[config.mk]
export PLATFORM = sky130hd
export DESIGN_NAME = semaphore_wait_queue_table_core_flat
export DESIGN_NICKNAME = d
export VERILOG_FILES = /design/src/design/swqt_pkg.sv /design/src/design/swqt_if.sv /design/src/design/swqt_ctrl.sv /design/src/design/swqt_dp.sv /design/src/design/semaphore_wait_queue_table_core.sv /design/src/flat_wrapper.sv
export SDC_FILE = /design/constraint.sdc
export NUM_CORES = 2
export LEC_CHECK = 0
export BUFFER_PORTS_ARGS = -buffer_cell sky130_fd_sc_hd__buf_2
export CAP_MARGIN = 10
export CELL_PAD_IN_SITES_DETAIL_PLACEMENT = 0
export CELL_PAD_IN_SITES_GLOBAL_PLACEMENT = 1
export CORE_ASPECT_RATIO = 0.9
export CORE_MARGIN = 2
export CORE_UTILIZATION = 30
export DETAILED_ROUTE_END_ITERATION = 12
export GPL_TIMING_DRIVEN = 0
export PLACE_DENSITY_LB_ADDON = 0.12
export SYNTH_ARGS = -nofsm -noshare
export SYNTH_HDL_FRONTEND = slang
export SYNTH_SLANG_ARGS = --single-unit
[constraint.sdc]
create_clock -name i_clk -period 4.45 [get_ports i_clk]
set_clock_uncertainty 0.15 [all_clocks]
set_input_delay 0 -clock i_clk [delete_from_list [all_inputs] [get_ports i_clk]]
set_output_delay 0 -clock i_clk [all_outputs]
set_load 0.02 [all_outputs]
[src/design/swqt_pkg.sv]
// swqt_pkg: shared types and codes for the semaphore wait queue table
// used by the controller, the datapath and the checker

package swqt_pkg;

    localparam int FUNC_BITS = 2;
    localparam int KEY_W     = 32;
    localparam int PID_W     = 5;
    localparam int STAT_W    = 2;

    localparam logic [FUNC_BITS-1:0] FUNC_BLOCK  = 2'd0;
    localparam logic [FUNC_BITS-1:0] FUNC_REMOVE = 2'd1;
    localparam logic [FUNC_BITS-1:0] FUNC_OUTPID = 2'd2;
    localparam logic [FUNC_BITS-1:0] FUNC_PEEK   = 2'd3;

    localparam logic [STAT_W-1:0] ST_OK       = 2'd0;
    localparam logic [STAT_W-1:0] ST_NOFREE   = 2'd1;
    localparam logic [STAT_W-1:0] ST_NOTFOUND = 2'd2;

    // controller to datapath
    typedef struct packed {
        logic ld_in;
        logic srch;
        logic rd_desc;
        logic rd_link;
        logic commit;
    } t_dp_cmd;

    // datapath to controller
    typedef struct packed {
        logic out_free;
    } t_dp_stat;

endpackage

[src/design/swqt_if.sv]
// swqt_if: request and response channel interfaces
// depends on swqt_pkg for field widths

interface swqt_req_if;
    import swqt_pkg::*;
    logic                 valid;
    logic                 ready;
    logic [FUNC_BITS-1:0] func;
    logic [KEY_W-1:0]     sem_key;
    logic [PID_W-1:0]     proc_id;
    modport source (output valid, func, sem_key, proc_id, input ready);
    modport sink   (input valid, func, sem_key, proc_id, output ready);
endinterface

interface swqt_rsp_if;
    import swqt_pkg::*;
    logic              valid;
    logic              ready;
    logic [STAT_W-1:0] status;
    logic [PID_W-1:0]  proc_out;
    logic              proc_valid;
    modport source (output valid, status, proc_out, proc_valid, input ready);
    modport sink   (input valid, status, proc_out, proc_valid, output ready);
endinterface

[src/design/swqt_ctrl.sv]
// swqt_ctrl: sequencer for one request (search, descriptor read, link read, commit)
// depends on swqt_pkg

module swqt_ctrl import swqt_pkg::*; (
    input  logic     i_clk,
    input  logic     i_rst_n,
    input  logic     i_in_valid,
    output logic     o_in_ready,
    input  t_dp_stat i_stat,
    output t_dp_cmd  o_cmd
);

    typedef enum logic [4:0] {
        S_IDLE = 5'b00001,
        S_SRCH = 5'b00010,
        S_RDD  = 5'b00100,
        S_RDL  = 5'b01000,
        S_COMM = 5'b10000
    } t_state;

    t_state r_state, n_state;

    always_comb begin
        n_state = r_state;
        o_cmd   = '0;
        o_in_ready = 1'b0;
        case (r_state)
            S_IDLE: begin
                o_in_ready = 1'b1;
                if (i_in_valid) begin
                    o_cmd.ld_in = 1'b1;
                    n_state = S_SRCH;
                end
            end
            S_SRCH: begin
                o_cmd.srch = 1'b1;
                n_state = S_RDD;
            end
            S_RDD: begin
                o_cmd.rd_desc = 1'b1;
                n_state = S_RDL;
            end
            S_RDL: begin
                o_cmd.rd_link = 1'b1;
                n_state = S_COMM;
            end
            S_COMM: begin
                // hold until the result register can take the item
                if (i_stat.out_free) begin
                    o_cmd.commit = 1'b1;
                    n_state = S_IDLE;
                end
            end
            default: n_state = S_IDLE;
        endcase
    end

    always_ff @(posedge i_clk) begin
        if (!i_rst_n) begin
            r_state <= S_IDLE;
        end else begin
            r_state <= n_state;
        end
    end

endmodule

[src/design/swqt_dp.sv]
// swqt_dp: descriptor pool, wait queue links and result register
// depends on swqt_pkg

module swqt_dp import swqt_pkg::*; #(
    parameter int NUM_PROCS = 20,
    parameter int KEY_BITS  = 32
) (
    input  logic                 i_clk,
    input  logic                 i_rst_n,
    input  t_dp_cmd              i_cmd,
    output t_dp_stat             o_stat,
    input  logic [FUNC_BITS-1:0] i_func,
    input  logic [KEY_W-1:0]     i_sem_key,
    input  logic [PID_W-1:0]     i_proc_id,
    output logic                 o_out_valid,
    input  logic                 i_out_ready,
    output logic [STAT_W-1:0]    o_status,
    output logic [PID_W-1:0]     o_proc_out,
    output logic                 o_proc_valid
);

    localparam int PW = $clog2(NUM_PROCS);
    localparam int KB = (KEY_BITS < KEY_W) ? KEY_BITS : KEY_W;

    // pool and link storage
    logic          r_act   [NUM_PROCS];
    logic [KB-1:0] r_key   [NUM_PROCS];
    logic [PW-1:0] r_head  [NUM_PROCS];
    logic [PW-1:0] r_tail  [NUM_PROCS];
    logic [PW-1:0] r_next  [NUM_PROCS];
    logic [PW-1:0] r_prev  [NUM_PROCS];
    logic          r_blk_v [NUM_PROCS];
    logic [PW-1:0] r_blk_d [NUM_PROCS];

    // request and per-step registers
    logic [FUNC_BITS-1:0] r_func;
    logic [KB-1:0]        r_kin;
    logic [PID_W-1:0]     r_pid;
    logic                 r_pok, r_blk, r_hit, r_free_ok;
    logic [PW-1:0]        r_d, r_hd, r_tl, r_nx, r_pv;

    logic                 r_ovalid, r_opvld;
    logic [STAT_W-1:0]    r_ostat;
    logic [PID_W-1:0]     r_opout;

    logic [PW-1:0] pidx, hit_idx, free_idx, tgt_p;
    logic          hit_any, free_any;

    assign pidx = PW'(r_pid);

    // key match and lowest free descriptor
    always_comb begin
        hit_idx  = '0;
        hit_any  = 1'b0;
        free_idx = '0;
        free_any = 1'b0;
        for (int d = NUM_PROCS - 1; d >= 0; d--) begin
            if (r_act[d] && r_key[d] == r_kin) begin
                hit_idx = PW'(d);
                hit_any = 1'b1;
            end
            if (!r_act[d]) begin
                free_idx = PW'(d);
                free_any = 1'b1;
            end
        end
    end

    // process whose links are read: head for remove/peek, named process otherwise
    assign tgt_p = (r_func == FUNC_REMOVE || r_func == FUNC_PEEK) ? r_hd : pidx;

    always_ff @(posedge i_clk) begin
        if (i_cmd.ld_in) begin
            r_func <= i_func;
            r_kin  <= i_sem_key[KB-1:0];
            r_pid  <= i_proc_id;
            r_pok  <= (32'(i_proc_id) < 32'(NUM_PROCS));
        end
        if (i_cmd.srch) begin
            r_blk     <= r_pok && r_blk_v[pidx];
            r_hit     <= hit_any;
            r_free_ok <= free_any;
            if (r_func == FUNC_OUTPID) begin
                r_d <= r_blk_d[pidx];
            end else if (hit_any) begin
                r_d <= hit_idx;
            end else begin
                r_d <= free_idx;
            end
        end
        if (i_cmd.rd_desc) begin
            r_hd <= r_head[r_d];
            r_tl <= r_tail[r_d];
        end
        if (i_cmd.rd_link) begin
            r_nx <= r_next[tgt_p];
            r_pv <= r_prev[tgt_p];
        end
    end

    // commit: decide result and table updates
    logic          act_we, act_wd, key_we, head_we, tail_we, next_we, prev_we;
    logic          blk_we, blk_wv;
    logic [PW-1:0] head_wd, tail_wd, next_wa, next_wd, prev_wa, prev_wd;
    logic [STAT_W-1:0] res_stat;
    logic          res_pvld, do_unlink;
    logic [PID_W-1:0] res_pout;

    always_comb begin
        act_we = 1'b0; act_wd = 1'b0; key_we = 1'b0;
        head_we = 1'b0; head_wd = tgt_p;
        tail_we = 1'b0; tail_wd = tgt_p;
        next_we = 1'b0; next_wa = r_tl; next_wd = tgt_p;
        prev_we = 1'b0; prev_wa = tgt_p; prev_wd = r_tl;
        blk_we = 1'b0; blk_wv = 1'b0;
        res_stat = ST_NOTFOUND; res_pvld = 1'b0; res_pout = '0;
        do_unlink = 1'b0;
        case (r_func)
            FUNC_BLOCK: begin
                if (r_pok && !r_blk) begin
                    if (r_hit) begin
                        // append behind the current tail
                        next_we = 1'b1;
                        prev_we = 1'b1;
                        tail_we = 1'b1;
                        blk_we = 1'b1; blk_wv = 1'b1;
                        res_stat = ST_OK;
                    end else if (r_free_ok) begin
                        act_we = 1'b1; act_wd = 1'b1; key_we = 1'b1;
                        head_we = 1'b1; tail_we = 1'b1;
                        blk_we = 1'b1; blk_wv = 1'b1;
                        res_stat = ST_OK;
                    end else begin
                        res_stat = ST_NOFREE;
                    end
                end
            end
            FUNC_REMOVE, FUNC_PEEK: begin
                if (r_hit) begin
                    res_stat = ST_OK;
                    res_pvld = 1'b1;
                    res_pout = PID_W'(r_hd);
                    do_unlink = (r_func == FUNC_REMOVE);
                end
            end
            FUNC_OUTPID: begin
                if (r_blk) begin
                    res_stat = ST_OK;
                    res_pvld = 1'b1;
                    res_pout = r_pid;
                    do_unlink = 1'b1;
                end
            end
            default: res_stat = ST_NOTFOUND;
        endcase
        if (do_unlink) begin
            blk_we = 1'b1; blk_wv = 1'b0;
            if (r_hd == tgt_p) begin
                if (r_tl == tgt_p) begin
                    act_we = 1'b1; act_wd = 1'b0;
                end else begin
                    head_we = 1'b1; head_wd = r_nx;
                end
            end else begin
                next_we = 1'b1; next_wa = r_pv; next_wd = r_nx;
                if (r_tl == tgt_p) begin
                    tail_we = 1'b1; tail_wd = r_pv;
                end else begin
                    prev_we = 1'b1; prev_wa = r_nx; prev_wd = r_pv;
                end
            end
        end
    end

    always_ff @(posedge i_clk) begin
        if (!i_rst_n) begin
            for (int d = 0; d < NUM_PROCS; d++) begin
                r_act[d]   <= 1'b0;
                r_blk_v[d] <= 1'b0;
            end
        end else if (i_cmd.commit) begin
            if (act_we) r_act[r_d] <= act_wd;
            if (blk_we) r_blk_v[tgt_p] <= blk_wv;
        end
    end

    always_ff @(posedge i_clk) begin
        if (i_cmd.commit) begin
            if (key_we)  r_key[r_d]       <= r_kin;
            if (head_we) r_head[r_d]      <= head_wd;
            if (tail_we) r_tail[r_d]      <= tail_wd;
            if (next_we) r_next[next_wa]  <= next_wd;
            if (prev_we) r_prev[prev_wa]  <= prev_wd;
            if (blk_we)  r_blk_d[tgt_p]   <= r_d;
        end
    end

    // result register
    always_ff @(posedge i_clk) begin
        if (!i_rst_n) begin
            r_ovalid <= 1'b0;
        end else if (i_cmd.commit) begin
            r_ovalid <= 1'b1;
        end else if (i_out_ready) begin
            r_ovalid <= 1'b0;
        end
    end

    always_ff @(posedge i_clk) begin
        if (i_cmd.commit) begin
            r_ostat <= res_stat;
            r_opout <= res_pout;
            r_opvld <= res_pvld;
        end
    end

    assign o_stat.out_free = !r_ovalid || i_out_ready;
    assign o_out_valid  = r_ovalid;
    assign o_status     = r_ostat;
    assign o_proc_out   = r_opout;
    assign o_proc_valid = r_opvld;

endmodule

[src/design/semaphore_wait_queue_table_core.sv]
// semaphore_wait_queue_table_core: top level of the semaphore wait queue table
// depends on swqt_pkg, swqt_if, swqt_ctrl and swqt_dp
//
// Usage: requests enter on i_req (func, sem_key, proc_id) with valid/ready;
// an item is taken at a clock edge where both are high. Each request gives
// exactly one response on o_rsp (status, proc_out, proc_valid).
// func 0 blocks proc_id on sem_key, 1 pops the first waiter, 2 removes
// proc_id from whatever queue holds it, 3 peeks at the head of sem_key.
// The response is registered after the search, descriptor read, link read
// and commit steps. A new request is taken only after commit, as set by the
// dependent table reads (key search, descriptor head/tail, queue links).
// The response sits in an output register, so a new request is taken while
// the last response still waits; if the receiver stalls, the next request
// holds in its commit step until the output register frees up.
// Reset (i_rst_n low, synchronous) frees all descriptors and marks every
// process as not blocked; no clearing pass is needed.

module semaphore_wait_queue_table_core import swqt_pkg::*; #(
    parameter int NUM_PROCS = 20,
    parameter int KEY_BITS  = 32
) (
    input  logic        i_clk,
    input  logic        i_rst_n,
    swqt_req_if.sink    i_req,
    swqt_rsp_if.source  o_rsp
);

    t_dp_cmd  cmd;
    t_dp_stat stat;

    swqt_ctrl u_ctrl (
        .i_clk      (i_clk),
        .i_rst_n    (i_rst_n),
        .i_in_valid (i_req.valid),
        .o_in_ready (i_req.ready),
        .i_stat     (stat),
        .o_cmd      (cmd)
    );

    swqt_dp #(
        .NUM_PROCS (NUM_PROCS),
        .KEY_BITS  (KEY_BITS)
    ) u_dp (
        .i_clk        (i_clk),
        .i_rst_n      (i_rst_n),
        .i_cmd        (cmd),
        .o_stat       (stat),
        .i_func       (i_req.func),
        .i_sem_key    (i_req.sem_key),
        .i_proc_id    (i_req.proc_id),
        .o_out_valid  (o_rsp.valid),
        .i_out_ready  (o_rsp.ready),
        .o_status     (o_rsp.status),
        .o_proc_out   (o_rsp.proc_out),
        .o_proc_valid (o_rsp.proc_valid)
    );

endmodule

[src/flat_wrapper.sv]
// flat-port wrapper written by rule: the top's interface ports become plain ports
module semaphore_wait_queue_table_core_flat import swqt_pkg::*;
#(
    parameter int NUM_PROCS = 20,
    parameter int KEY_BITS  = 32
)
  (i_clk, i_rst_n, i_req_valid, i_req_func, i_req_sem_key, i_req_proc_id, i_req_ready, o_rsp_valid, o_rsp_status, o_rsp_proc_out, o_rsp_proc_valid, o_rsp_ready);
  swqt_req_if i_req_i ();
  swqt_rsp_if o_rsp_i ();
  input  logic i_clk;
  input  logic i_rst_n;
  input wire logic [$bits(i_req_i.valid)-1:0] i_req_valid;
  input wire logic [$bits(i_req_i.func)-1:0] i_req_func;
  input wire logic [$bits(i_req_i.sem_key)-1:0] i_req_sem_key;
  input wire logic [$bits(i_req_i.proc_id)-1:0] i_req_proc_id;
  output wire logic [$bits(i_req_i.ready)-1:0] i_req_ready;
  output wire logic [$bits(o_rsp_i.valid)-1:0] o_rsp_valid;
  output wire logic [$bits(o_rsp_i.status)-1:0] o_rsp_status;
  output wire logic [$bits(o_rsp_i.proc_out)-1:0] o_rsp_proc_out;
  output wire logic [$bits(o_rsp_i.proc_valid)-1:0] o_rsp_proc_valid;
  input wire logic [$bits(o_rsp_i.ready)-1:0] o_rsp_ready;
  assign i_req_i.valid = i_req_valid;
  assign i_req_i.func = i_req_func;
  assign i_req_i.sem_key = i_req_sem_key;
  assign i_req_i.proc_id = i_req_proc_id;
  assign i_req_ready = i_req_i.ready;
  assign o_rsp_valid = o_rsp_i.valid;
  assign o_rsp_status = o_rsp_i.status;
  assign o_rsp_proc_out = o_rsp_i.proc_out;
  assign o_rsp_proc_valid = o_rsp_i.proc_valid;
  assign o_rsp_i.ready = o_rsp_ready;
  semaphore_wait_queue_table_core #(.NUM_PROCS(NUM_PROCS), .KEY_BITS(KEY_BITS)) u_core (.i_clk(i_clk), .i_rst_n(i_rst_n), .i_req(i_req_i), .o_rsp(o_rsp_i));
endmodule
==> reports/results.tsv <==
metric	value	unit
hold_depth	3	
vias	33400	
drt_pre_antenna_iters	6	
crit_arrival	4.80	ns
synth-edff-count	1228	
core_region_area	0.181	mm^2
hold_path.class	in -> reg	
worst_slew_pin_slew	1.23	ns
yosys_warnings	0	
drc_errors	0	
cap_violations	0	
routed_wl	203000	um
synth_area_leader_cell	edfxtp_1	
leakage	20.9	nW
track_usage	21.7	%
grt_antenna_before_repair	21	
grt_max_degree	33	
syn_area_per_cell	15.3	um^2
r2r.worst_path.cells	10	
setup.worst_path.start_class	register	
routedWlPerCell	31.2	um
power_density	441	mW/mm^2
crit_type	reg -> reg	
layout_commonest_cell	edfxtp_1	
numCtsBuffers	149	
gr-total-overflow	0	
synth_flop_cell	edfxtp_1	
place_area	0.0603	mm^2
worst_ep_required_time	4.84	ns
netlist_instances	3586	
drt_iter0_drc	3557	
fin_util	36.6	%
critical_path.max_fanout	11	
dp_hpwl	140000	um
fin_crit	4.40	ns
clock_sinks	1279	
fin_crit_sh	98.9	%
synth_top_cell_area_share	67.4	%
cp.depth	10	
drive_above_1_share	16.0	%
max_stage_delay	1.06	ns
final_nets	4037	
rsz0062_at_grt	no	
netlist_top_cells_area	edfxtp_1, xor2_1, xnor2_1	
place.gp.congestion	0.821	
cts_buffer_depth	3	
ys_ff_latch	1279	
p_total	0.0292	W
viasPerCell	5.13	
design_area	0.0662	mm^2
cts.reportedPaths.clkPinSlew	0.06	ns
hold_viol_final	0	
num_io_pins	53	
syn_area	0.0547	mm^2
async_flop_share	0	%
slew_violations	0	
grt_pass1_vias	32600	
synth_cell_type_count	82	
crit_start	u_core.u_dp.r_kin[20]	
final_antenna_net_count	0	
synth_fp_nets	3629	
cts_tree	done	
grt_pass1_wl	276000	um
fmax	227	MHz
std_cell_rows	148	
crit_path_end_kind	register	
crit_buf_inv	3	
die-area	0.186	mm^2
port_buffers	51	
peakVddDrop	320	uV
ys_seq_area_share	69.2	%
reg2reg_from	u_core.u_dp.r_kin[20]	
insertion_delay	0.79	ns
status	complete, no violations	
n_fill_cell	17300	
final_cell_mix	edfxtp_1, xor2_1, xnor2_1	
worstPathCellList	buf_16 > buf_16 > buf_2 > xor2_1 > nor4_1 > nand4_1 > nor4_1 > a31o_2 > nor4_2 > o2111ai_2	
die_x	454	um
setup_violations	0	
slew_headroom	17.2	%
initial_core_util	30.2	%
cpLargestDelayFamily	simple AND/OR/NAND/NOR gates	
root_buffer	clkbuf_16	
critPathSlowestCell	nor4_1	
htree_levels	4	
die_y	409	um
syn_to_final_growth	21.0	%
hold_start	i_req_valid	
## worst paths after layout
| kind | end | slack (ns) |
|---|---|---|
| setup / recovery | u_core.u_dp.r_hit | 0.05 |
| hold / removal | u_core.u_ctrl.r_state[4] | 0.08 |
| setup reg to reg | u_core.u_dp.r_hit | 0.05 |
| hold reg to reg | u_core.u_dp.r_blk_v[15] | 0.34 |
## registers in the layout, indices dropped and copies added, names as in the netlist, 20 cells and up, named ones only
name / cells
u_core.u_dp.r_head: 100
u_core.u_dp.r_blk_v: 32
u_core.u_dp.r_kin: 32
u_core.u_dp.r_prev: 100
u_core.u_dp.r_act: 20
u_core.u_dp.r_next: 100
u_core.u_dp.r_blk_d: 100
u_core.u_dp.r_tail: 100
u_core.u_dp.r_key: 640
## worst register-to-register path: stages (launching register included)
cell and delay [ns]:
edfxtp_1 0.66, buf_16 0.24, buf_16 0.21, buf_2 0.54, xor2_1 0.22, nor4_1 0.32
nand4_1 0.17, nor4_1 1.06, a31o_2 0.29, nor4_2 0.08, o2111ai_2 0.22
## stage by stage
step                      setup TNS (ns)  hold slack, ns  worst slack [ns]  cells
after floorplan                        0         -0.0511             0.493   3586
after global placement          -1063.00          0.0271             -2.09   6037
after CTS                         -0.933          0.0708           -0.0413   6492
after global routing                   0          0.0584           0.00763   6510
final                                  0          0.0826            0.0471   6513
after detailed placement         -263.80          0.0281            -0.975   6128
## cell type report
class / instances / area (um^2) / area share, %
repair buffers: 258 / 3550 / 5.36
clock buffers: 193 / 4000 / 6.04
plain buffers: 157 / 977 / 1.48
inverters: 24 / 91.3 / 0.138
clock inverters: 73 / 699 / 1.06
flip-flops and latches: 1279 / 37900 / 57.2
diodes: 4 / 10.0 / 0.0151
multi-input cells: 2125 / 16000 / 24.1
well taps: 2400 / 3000 / 4.54
## cells by family after synthesis
group                     after synthesis  share of synthesized area, %
and+or+nand+nor                      1117                          10.7
DFF                                  1279                          69.2
xor gates and xnor gates              639                          10.2
buffers and inverters                 182                          1.93
AOI/OAI and AO/OA                     207                          2.69
muxes                                 162                          5.26
## layer usage
layer / wire [um] / global-route usage [%]
met2: 89900 / 32.6
met4: 4520 / 5.12
met3: 12100 / 2.98
met5: 13 / 0
met1: 96500 / 32.9
## power by group
group / internal [W] / switching, W
registers: 0.0134 / 0.000109
logic: 0.00117 / 0.00242
clock network: 0.00698 / 0.00510
total: 0.0216 / 0.00763
## cells in the mapped netlist, types with 35 or more instances
cell type	n
a31oi_1	41
clkbuf_1	55
dfxtp_1	51
edfxtp_1	1228
mux4_2	97
nand2_1	274
nand3_1	130
nand4_1	142
nor2_1	210
nor3_1	39
nor4_1	154
o21ai_0	35
xnor2_1	291
xor2_1	348
## timing repair
item | in CTS | in global routing
cloned | 0 | 0
setup endpoints to repair | 334 | 236
gates resized for setup | 8 | 8
hold buffers | 82 | 0
pin swaps | 2 | 2
buffers inserted | 17 | 17
hold endpoints to repair | 91 | 0
(Power assumes the default switching activity.)
